**src/hw/rtl/dtsw_pkg.sv**
```systemverilog
// Shared types and constants of the devicetree structure token walker.
// Holds event codes, walk modes, token codes and the result bundle.
// No dependencies.
`timescale 1ns / 1ps

package dtsw_pkg;

  localparam int unsigned WordW = 32;
  localparam int unsigned LeftW = 30;

  localparam logic [WordW-1:0] TokBeginNode = 32'h0000_0001;
  localparam logic [WordW-1:0] TokEndNode   = 32'h0000_0002;
  localparam logic [WordW-1:0] TokProp      = 32'h0000_0003;
  localparam logic [WordW-1:0] TokNop       = 32'h0000_0004;
  localparam logic [WordW-1:0] TokEnd       = 32'h0000_0009;
  localparam logic [WordW-1:0] DtMagic      = 32'hd00d_feed;

  typedef enum logic [3:0] {
    EV_SKIP       = 4'd0,
    EV_NODE_BEGIN = 4'd1,
    EV_NAME_WORD  = 4'd2,
    EV_NODE_END   = 4'd3,
    EV_NOP        = 4'd4,
    EV_PROP_HDR   = 4'd5,
    EV_PROP_VALUE = 4'd6,
    EV_END        = 4'd7,
    EV_BAD_TOKEN  = 4'd8,
    EV_BAD_MAGIC  = 4'd9
  } event_e;

  typedef enum logic [2:0] {
    MODE_STOPPED = 3'd0,
    MODE_TOKEN   = 3'd1,
    MODE_NAME    = 3'd2,
    MODE_PLEN    = 3'd3,
    MODE_POFF    = 3'd4,
    MODE_VALUE   = 3'd5
  } mode_e;

  typedef struct packed {
    event_e           event_res;
    logic [WordW-1:0] prop_length;
    logic [WordW-1:0] name_offset;
    logic [WordW-1:0] value_word;
    logic             value_last;
  } res_t;

  function automatic logic [WordW-1:0] swap32(input logic [WordW-1:0] w);
    return {w[7:0], w[15:8], w[23:16], w[31:24]};
  endfunction

endpackage

```
**src/hw/rtl/dtsw_walk.sv**
```systemverilog
// Token walk state and per-word decode of the structure block.
// Holds walk mode, value word count, property length and name offset.
// Depends on dtsw_pkg.
`timescale 1ns / 1ps

module dtsw_walk (
  input  logic                      clk_i,
  input  logic                      rst_ni,
  input  logic                      step_i,
  input  logic [dtsw_pkg::WordW-1:0] word_i,
  input  logic                      first_i,
  input  logic                      magic_ok_i,
  output dtsw_pkg::res_t            res_o
);

  dtsw_pkg::mode_e            mode_q, mode_d;
  logic [dtsw_pkg::LeftW-1:0] left_q, left_d;
  logic [dtsw_pkg::WordW-1:0] len_q, len_d;
  logic [dtsw_pkg::WordW-1:0] off_q, off_d;
  logic [dtsw_pkg::WordW-1:0] host;
  logic [dtsw_pkg::WordW-1:0] len_m1;
  logic                       zero_byte;
  dtsw_pkg::event_e           tok_ev;
  dtsw_pkg::mode_e            tok_mode;

  assign host      = dtsw_pkg::swap32(word_i);
  assign len_m1    = len_q - 32'd1;
  assign zero_byte = (word_i[31:24] == 8'd0) || (word_i[23:16] == 8'd0) ||
                     (word_i[15:8] == 8'd0) || (word_i[7:0] == 8'd0);

  always_comb begin
    unique case (host)
      dtsw_pkg::TokBeginNode: begin
        tok_ev   = dtsw_pkg::EV_NODE_BEGIN;
        tok_mode = dtsw_pkg::MODE_NAME;
      end
      dtsw_pkg::TokEndNode: begin
        tok_ev   = dtsw_pkg::EV_NODE_END;
        tok_mode = dtsw_pkg::MODE_TOKEN;
      end
      dtsw_pkg::TokProp: begin
        tok_ev   = dtsw_pkg::EV_SKIP;
        tok_mode = dtsw_pkg::MODE_PLEN;
      end
      dtsw_pkg::TokNop: begin
        tok_ev   = dtsw_pkg::EV_NOP;
        tok_mode = dtsw_pkg::MODE_TOKEN;
      end
      dtsw_pkg::TokEnd: begin
        tok_ev   = dtsw_pkg::EV_END;
        tok_mode = dtsw_pkg::MODE_STOPPED;
      end
      default: begin
        tok_ev   = dtsw_pkg::EV_BAD_TOKEN;
        tok_mode = dtsw_pkg::MODE_STOPPED;
      end
    endcase
  end

  always_comb begin
    mode_d = mode_q;
    left_d = left_q;
    len_d  = len_q;
    off_d  = off_q;
    res_o  = '{event_res: dtsw_pkg::EV_SKIP, prop_length: '0, name_offset: '0,
               value_word: '0, value_last: 1'b0};
    if (first_i) begin
      left_d = '0;
      len_d  = '0;
      off_d  = '0;
      if (!magic_ok_i) begin
        mode_d          = dtsw_pkg::MODE_STOPPED;
        res_o.event_res = dtsw_pkg::EV_BAD_MAGIC;
      end else begin
        mode_d          = tok_mode;
        res_o.event_res = tok_ev;
      end
    end else begin
      unique case (mode_q)
        dtsw_pkg::MODE_TOKEN: begin
          mode_d          = tok_mode;
          res_o.event_res = tok_ev;
        end
        dtsw_pkg::MODE_NAME: begin
          res_o.event_res = dtsw_pkg::EV_NAME_WORD;
          if (zero_byte) begin
            mode_d = dtsw_pkg::MODE_TOKEN;
          end
        end
        dtsw_pkg::MODE_PLEN: begin
          len_d  = host;
          mode_d = dtsw_pkg::MODE_POFF;
        end
        dtsw_pkg::MODE_POFF: begin
          off_d             = host;
          res_o.event_res   = dtsw_pkg::EV_PROP_HDR;
          res_o.prop_length = len_q;
          res_o.name_offset = host;
          if (len_q == '0) begin
            mode_d = dtsw_pkg::MODE_TOKEN;
          end else begin
            left_d = len_m1[31:2];
            mode_d = dtsw_pkg::MODE_VALUE;
          end
        end
        dtsw_pkg::MODE_VALUE: begin
          res_o.event_res   = dtsw_pkg::EV_PROP_VALUE;
          res_o.prop_length = len_q;
          res_o.name_offset = off_q;
          res_o.value_word  = host;
          if (left_q == '0) begin
            res_o.value_last = 1'b1;
            mode_d           = dtsw_pkg::MODE_TOKEN;
          end else begin
            left_d = left_q - 30'd1;
          end
        end
        default: begin
          mode_d = mode_q;
        end
      endcase
    end
  end

  always_ff @(posedge clk_i or negedge rst_ni) begin
    if (!rst_ni) begin
      mode_q <= dtsw_pkg::MODE_STOPPED;
      left_q <= '0;
      len_q  <= '0;
      off_q  <= '0;
    end else if (step_i) begin
      mode_q <= mode_d;
      left_q <= left_d;
      len_q  <= len_d;
      off_q  <= off_d;
    end
  end

endmodule

```
**src/hw/rtl/dtsw_out.sv**
```systemverilog
// Result register of the token walker, facing the output channel.
// Loads a new result whenever the held one is taken or empty.
// Depends on dtsw_pkg.
`timescale 1ns / 1ps

module dtsw_out (
  input  logic           clk_i,
  input  logic           rst_ni,
  input  logic           load_i,
  input  dtsw_pkg::res_t res_i,
  input  logic           stall_i,
  output logic           ready_o,
  output logic           valid_o,
  output dtsw_pkg::res_t res_o
);

  logic           valid_q, valid_d;
  dtsw_pkg::res_t res_q;

  assign ready_o = !valid_q || !stall_i;
  assign valid_o = valid_q;
  assign res_o   = res_q;

  always_comb begin
    valid_d = valid_q;
    if (load_i) begin
      valid_d = 1'b1;
    end else if (!stall_i) begin
      valid_d = 1'b0;
    end
  end

  always_ff @(posedge clk_i or negedge rst_ni) begin
    if (!rst_ni) begin
      valid_q <= 1'b0;
    end else begin
      valid_q <= valid_d;
    end
  end

  always_ff @(posedge clk_i) begin
    if (load_i) begin
      res_q <= res_i;
    end
  end

endmodule

```
**src/hw/rtl/devicetree_struct_token_walker_unit.sv**
```systemverilog
// Top level of the devicetree structure block token walker.
// Input word register, header magic register, walk decode and result register.
// Depends on dtsw_pkg, dtsw_walk and dtsw_out.
`timescale 1ns / 1ps

// Usage:
//   Write the header magic word, as stored (big-endian), through cfg_we_i and
//   cfg_wdata_i while the block is idle. Then stream structure-block words on
//   the input channel, first_i set on the first word of a walk. A word is
//   taken when in_valid_i is high and in_stall_o low; every word gives exactly
//   one result word on the output channel, taken when out_valid_o is high and
//   out_stall_i low.
//   Path: a result passes from the input register through the combinational
//   decode into the result register, and is offered once it is held there.
//   Throughput: one word per cycle while the output is not stalled, set by the
//   combinational decode between the two registers.
//   Reset clears the magic register, stops the walk and empties both stages.
//   When the receiver stalls, the result register holds its word; the input
//   register takes at most one more word, after which in_stall_o stays high
//   until the output moves again.
module devicetree_struct_token_walker_unit (
  input  logic        clk_i,
  input  logic        rst_ni,
  input  logic        cfg_we_i,
  input  logic [31:0] cfg_wdata_i,
  input  logic        in_valid_i,
  output logic        in_stall_o,
  input  logic [31:0] word_i,
  input  logic        first_i,
  output logic        out_valid_o,
  input  logic        out_stall_i,
  output logic [3:0]  event_res_o,
  output logic [31:0] prop_length_o,
  output logic [31:0] name_offset_o,
  output logic [31:0] value_word_o,
  output logic        value_last_o
);

  logic [31:0]    magic_q;
  logic           magic_ok;
  logic           in_valid_q, in_valid_d;
  logic [31:0]    word_q;
  logic           first_q;
  logic           out_ready;
  logic           advance;
  logic           in_take;
  dtsw_pkg::res_t res_step;
  dtsw_pkg::res_t res_held;

  assign magic_ok   = dtsw_pkg::swap32(magic_q) == dtsw_pkg::DtMagic;
  assign advance    = in_valid_q && out_ready;
  assign in_stall_o = in_valid_q && !out_ready;
  assign in_take    = in_valid_i && !in_stall_o;

  always_comb begin
    in_valid_d = in_valid_q;
    if (in_take) begin
      in_valid_d = 1'b1;
    end else if (advance) begin
      in_valid_d = 1'b0;
    end
  end

  always_ff @(posedge clk_i or negedge rst_ni) begin
    if (!rst_ni) begin
      magic_q    <= '0;
      in_valid_q <= 1'b0;
    end else begin
      in_valid_q <= in_valid_d;
      if (cfg_we_i) begin
        magic_q <= cfg_wdata_i;
      end
    end
  end

  always_ff @(posedge clk_i) begin
    if (in_take) begin
      word_q  <= word_i;
      first_q <= first_i;
    end
  end

  dtsw_walk u_walk (
    .clk_i     (clk_i),
    .rst_ni    (rst_ni),
    .step_i    (advance),
    .word_i    (word_q),
    .first_i   (first_q),
    .magic_ok_i(magic_ok),
    .res_o     (res_step)
  );

  dtsw_out u_out (
    .clk_i  (clk_i),
    .rst_ni (rst_ni),
    .load_i (advance),
    .res_i  (res_step),
    .stall_i(out_stall_i),
    .ready_o(out_ready),
    .valid_o(out_valid_o),
    .res_o  (res_held)
  );

  assign event_res_o   = res_held.event_res;
  assign prop_length_o = res_held.prop_length;
  assign name_offset_o = res_held.name_offset;
  assign value_word_o  = res_held.value_word;
  assign value_last_o  = res_held.value_last;

endmodule

```
**config.mk**
```make
export PLATFORM = sky130hd
export DESIGN_NAME = devicetree_struct_token_walker_unit
export DESIGN_NICKNAME = d
export VERILOG_FILES = /design/src/hw/rtl/dtsw_pkg.sv /design/src/hw/rtl/dtsw_walk.sv /design/src/hw/rtl/dtsw_out.sv /design/src/hw/rtl/devicetree_struct_token_walker_unit.sv
export SDC_FILE = /design/constraint.sdc
export NUM_CORES = 1
export LEC_CHECK = 0
export BUFFER_PORTS_ARGS = -buffer_cell sky130_fd_sc_hd__buf_2
export CAP_MARGIN = 20
export CORE_MARGIN = 2
export CORE_UTILIZATION = 55
export CTS_BUF_LIST = sky130_fd_sc_hd__clkbuf_8
export DETAILED_ROUTE_END_ITERATION = 7
export GPL_ROUTABILITY_DRIVEN = 1
export PLACE_DENSITY = 0.77
export SYNTH_ARGS = -nofsm -noshare
export SYNTH_HDL_FRONTEND = slang
export SYNTH_SLANG_ARGS = --single-unit
```
**constraint.sdc**
```tcl
create_clock -name clk_i -period 5.9 [get_ports clk_i]
set_input_delay 1.18 -clock clk_i [delete_from_list [all_inputs] [get_ports clk_i]]
set_output_delay 1.18 -clock clk_i [all_outputs]
set_load 0.05 [all_outputs]
```
==> results by stage <==
Run status:
- The run finished with clean final reports.

GRT:
- The overall routing resource usage is 26.9%.
- The residual overflow from global routing is 0.
- The maximum number of pins on one net before global-route repair is 83.
- The initial antenna violation count is 0.
- The first global-routing pass estimated 47,100 um of wire.
- The via count of the first global-routing pass is 8,720.

Route:
- After detailed routing, the number of vias per cell comes to 6.03.
- In the routed design, unresolved DRC markers number 0.
- The violation count after the first detailed-routing iteration is 829.
- The total vias in the final route is 9,041.
- The detailed-routing iteration count for the pre-antenna-repair pass is 5.
- After detailed routing, the average wire length per cell comes to 19.9 um.
- The final antenna-violating net count is 0.
- For this block, the routed nets add up to 29,800 um of wire.

Setup path:
- The worst endpoint required time is 6.37 ns.
- STA classifies the critical path startpoint as a flip-flop.
- The cell with the biggest individual delay on the critical path is sky130_fd_sc_hd__or2_2.
- The worst setup path is captured at a flip-flop.
- The signal on the critical path passes through buf_4 -> inv_1 -> or2_2 -> a31oi_1 -> o21ai_0 -> a311o_1 -> a21oi_1.
- Along the worst path, the maximum fanout reaches 59.
- The setup path with the least slack is of type flip-flop to flip-flop.
- Counting both buffers and inverters, the worst setup path holds a total of 2.
- The source of the worst register-to-register timing path is u_walk.mode_q[0].
- At the worst endpoint, the arrival time is 3.52 ns.
- The longest individual stage delay on the worst path is 0.78 ns.
- On the critical path the largest part of the delay comes from buffers and inverters.
- The critical path startpoint is u_walk.mode_q[0].

Synthesis:
- The number of synthesized flops with an enable pin is 134.
- In this run the cell area of the synthesized design comes to 11,800 um2.
- The number of instances in the synthesized netlist is 1,022.
- The sequential fraction of the synthesis area is 61.9%.
- Among all flip-flop cells after synthesis, the most frequent one is sky130_fd_sc_hd__edfxtp_1.
- Yosys printed 0 warnings.
- The post-synthesis sequential element count is 265.
- The share of flip-flops with an asynchronous set or reset after synthesis is 49.4%.
- The number of different library cells used by synthesis comes to 66.
- The synthesized area divided by synthesized cell count is 11.5 um2.
- The synthesized netlist net count is 1,094.

STA:
- The setup clock skew after layout is 0.0296 ns.
- Setup violations remaining at the end of the flow were counted as 0.
- Setup repair after global routing left no endpoint under its margin.
- For the final routed database, the setup TNS stands at 0 ns.
- The minimum clock period after layout is 3.05 ns.
- The max-slew violation count is 0.
- At the pin with the least slew margin, the transition time is 1.11 ns.
- Derived from the worst setup path, the maximum achievable clock frequency is 0.327 GHz.
- The hold violation count in the final report is 0.
- After layout, the worst path uses 51.8% of the clock period.
- The worst pin sits at a relative slew slack of 26.2%.

Die:
- The die is 150 um tall.
- Row generation in the floorplan step produced 53 rows.
- The starting density of the core is 56.1%.
- The placeable core area is 21,000 um2.
- The die covers 22,600 um2.
- The number of ports placed on the die boundary is 173.
- The die is 150 um wide.

Power:
- In this run the power density over the cells is 317 nW/um2.
- The design draws 4.36 mW.
- In this run the static leakage power is 5.91 nW.
- The maximum VDD drop is 0.238 mV.

CTS:
- The source-to-sink clock delay at the later pin of the worst-skew pair is 0.56 ns.
- The clock net in this run drives a total of 265 sinks.
- Once the clock tree was built, the setup fixing pass inserted 0 buffers.
- The clock edge transition at the registers on the reported setup and hold paths is 0.06 ns.
- Gates resized during post-CTS repair numbered 0.
- Hold repair after CTS inserted 0 buffers.
- The clock passes through at most 3 buffers.
- The cell sitting at the root of the clock tree is a sky130_fd_sc_hd__clkbuf_8.
- The H-tree depth is 2.
- TritonCTS created 43 clock buffers.
- TritonCTS built the clock tree.

Min path:
- The worst hold path belongs to the class flip-flop to flip-flop.
- The hold path startpoint is u_walk.left_q[21].

Final layout:
- The layout-stage area growth over the synthesis result is 16.6%.
- Cells with a size suffix above 1 make up 24.5% of the layout.
- After filler insertion, the fill cell instance count of the layout stands at 1,592.
- The net total in the final layout is 1,261.
- The final design area excluding fillers is 13,800 um2.
- 0 antenna diodes ended up in the layout.

Placement:
- After legalization and detailed placement, the total HPWL measured 19,500 um.
- The final weighted congestion in routability-driven placement is 0.910.
- Port buffering added 172 buffers.
- Once placement finished, the instance area stood at 12,900 um2.

Run:
- Max-cap violations in this run came to 0.
==> layout by cell type, fill, tap and decap left out, drive strengths merged, types with 10 or more instances in the layout <==
cell type  count
buf          190
edfxtp       134
dfrtp        131
nand2        128
nor2          73
o21ai         65
clkbuf        49
and2          35
nand3         32
mux2i         32
mux2          32
inv           32
nor4          24
nand4         23
a22o          22
nor3          18
and3          18
o31ai         18
a21oi         16
or3           15
a32o          14
nand2b        10
==> where the power goes <==
part	internal, mW	switching [mW]
Clock	0.811	0.711
Combinational	0.200	0.455
Sequential	2.08	0.107
==> per-layer routing <==
metal  GRT usage [%]  vias up  share of wire (%)
li1                -     4130                  -
met1            38.7     4416                 42
met2            42.1      434                 48
met3            4.55       61                7.7
met4            9.06        0                2.3
met5               0        -                  0
==> metrics by stage <==
step                cells  hold WS (ns)  worst slack [ns]  util (%)
floorplan            1022         0.450             0.716         -
global placement     1417         0.465              2.47      61.3
detailed placement   1417         0.474              2.42      61.3
CTS                  1497         0.492              2.85      65.3
global route         1499         0.516              2.67      65.5
finish               1499         0.492              2.85      65.5
==> registers in the layout, indices dropped and copies added, names as in the netlist <==
name           cells
u_out.valid_o      1
u_walk.off_q      32
u_walk.mode_q      3
word_q            32
u_walk.left_q     30
magic_q           32
u_walk.len_q      32
first_q            1
u_out.res_o      101
in_valid_q         1
==> cells in the mapped netlist, drive strengths merged, types with 2 or more instances <==
cell type,n,area [um2]
a211oi,2,15.0
a21o,4,30.0
a21oi,16,80.1
a22o,22,193
a311o,2,20.0
a31o,3,26.3
a31oi,9,56.3
a32o,14,140
a41oi,3,26.3
and2,35,219
and3,18,113
and4,2,17.5
and4b,2,20.0
buf,13,68.8
clkbuf,55,206
dfrtp,131,3280
edfxtp,134,4020
ha,2,25.0
inv,11,41.3
mux2,32,360
mux2i,32,320
nand2,128,480
nand2b,10,62.6
nand3,32,160
nand4,23,144
nand4b,4,35.0
nor2,73,274
nor2b,6,37.5
nor3,18,90.1
nor4,24,163
nor4b,3,26.3
o211ai,4,30.0
o21a,3,22.5
o21ai,65,325
o31a,3,26.3
o31ai,18,135
o41ai,5,43.8
or2,8,50.1
or3,15,93.8
or4,9,71.3
xnor2,5,43.8
xor2,8,70.1
==> kinds of logic (layout without fill, tap and decap cells) <==
kind of cell    Yosys count  count (layout)  synth area share, %
buf+inv                  79             281                 2.68
xor+xnor                 13              13                0.965
compound gates          186             186                 10.9
fa+ha+maj                 2               2                0.212
mux                      64              64                 5.77
flops                   265             265                 61.9
simple gates            413             413                 17.7
==> area by class of cell <==
cell class / count / area [um2] / share of cell area (%)
clock buffer: 49 / 674 / 4.90
clock inverter: 31 / 166 / 1.21
inverter: 11 / 43.8 / 0.318
multi-input combinational: 678 / 4210 / 30.6
sequential: 265 / 7300 / 53.1
tap: 275 / 344 / 2.50
timing repair buffer: 190 / 1020 / 7.43
==> final timing paths <==
| kind | endpoint | slack (ns) | cells after the start |
|---|---|---|---|
| max in group asynchronous | u_walk.len_q[17] | 4.02 | 3 |
| min in group asynchronous | magic_q[1] | 0.56 | 1 |
| max | u_walk.left_q[26] | 2.85 | 7 |
| min | u_walk.left_q[21] | 0.49 | 1 |
| min reg2reg | u_walk.left_q[21] | 0.49 | 1 |
| max reg2reg | u_walk.left_q[26] | 2.85 | 7 |
No activity file was read; power rests on OpenSTA's default activity.
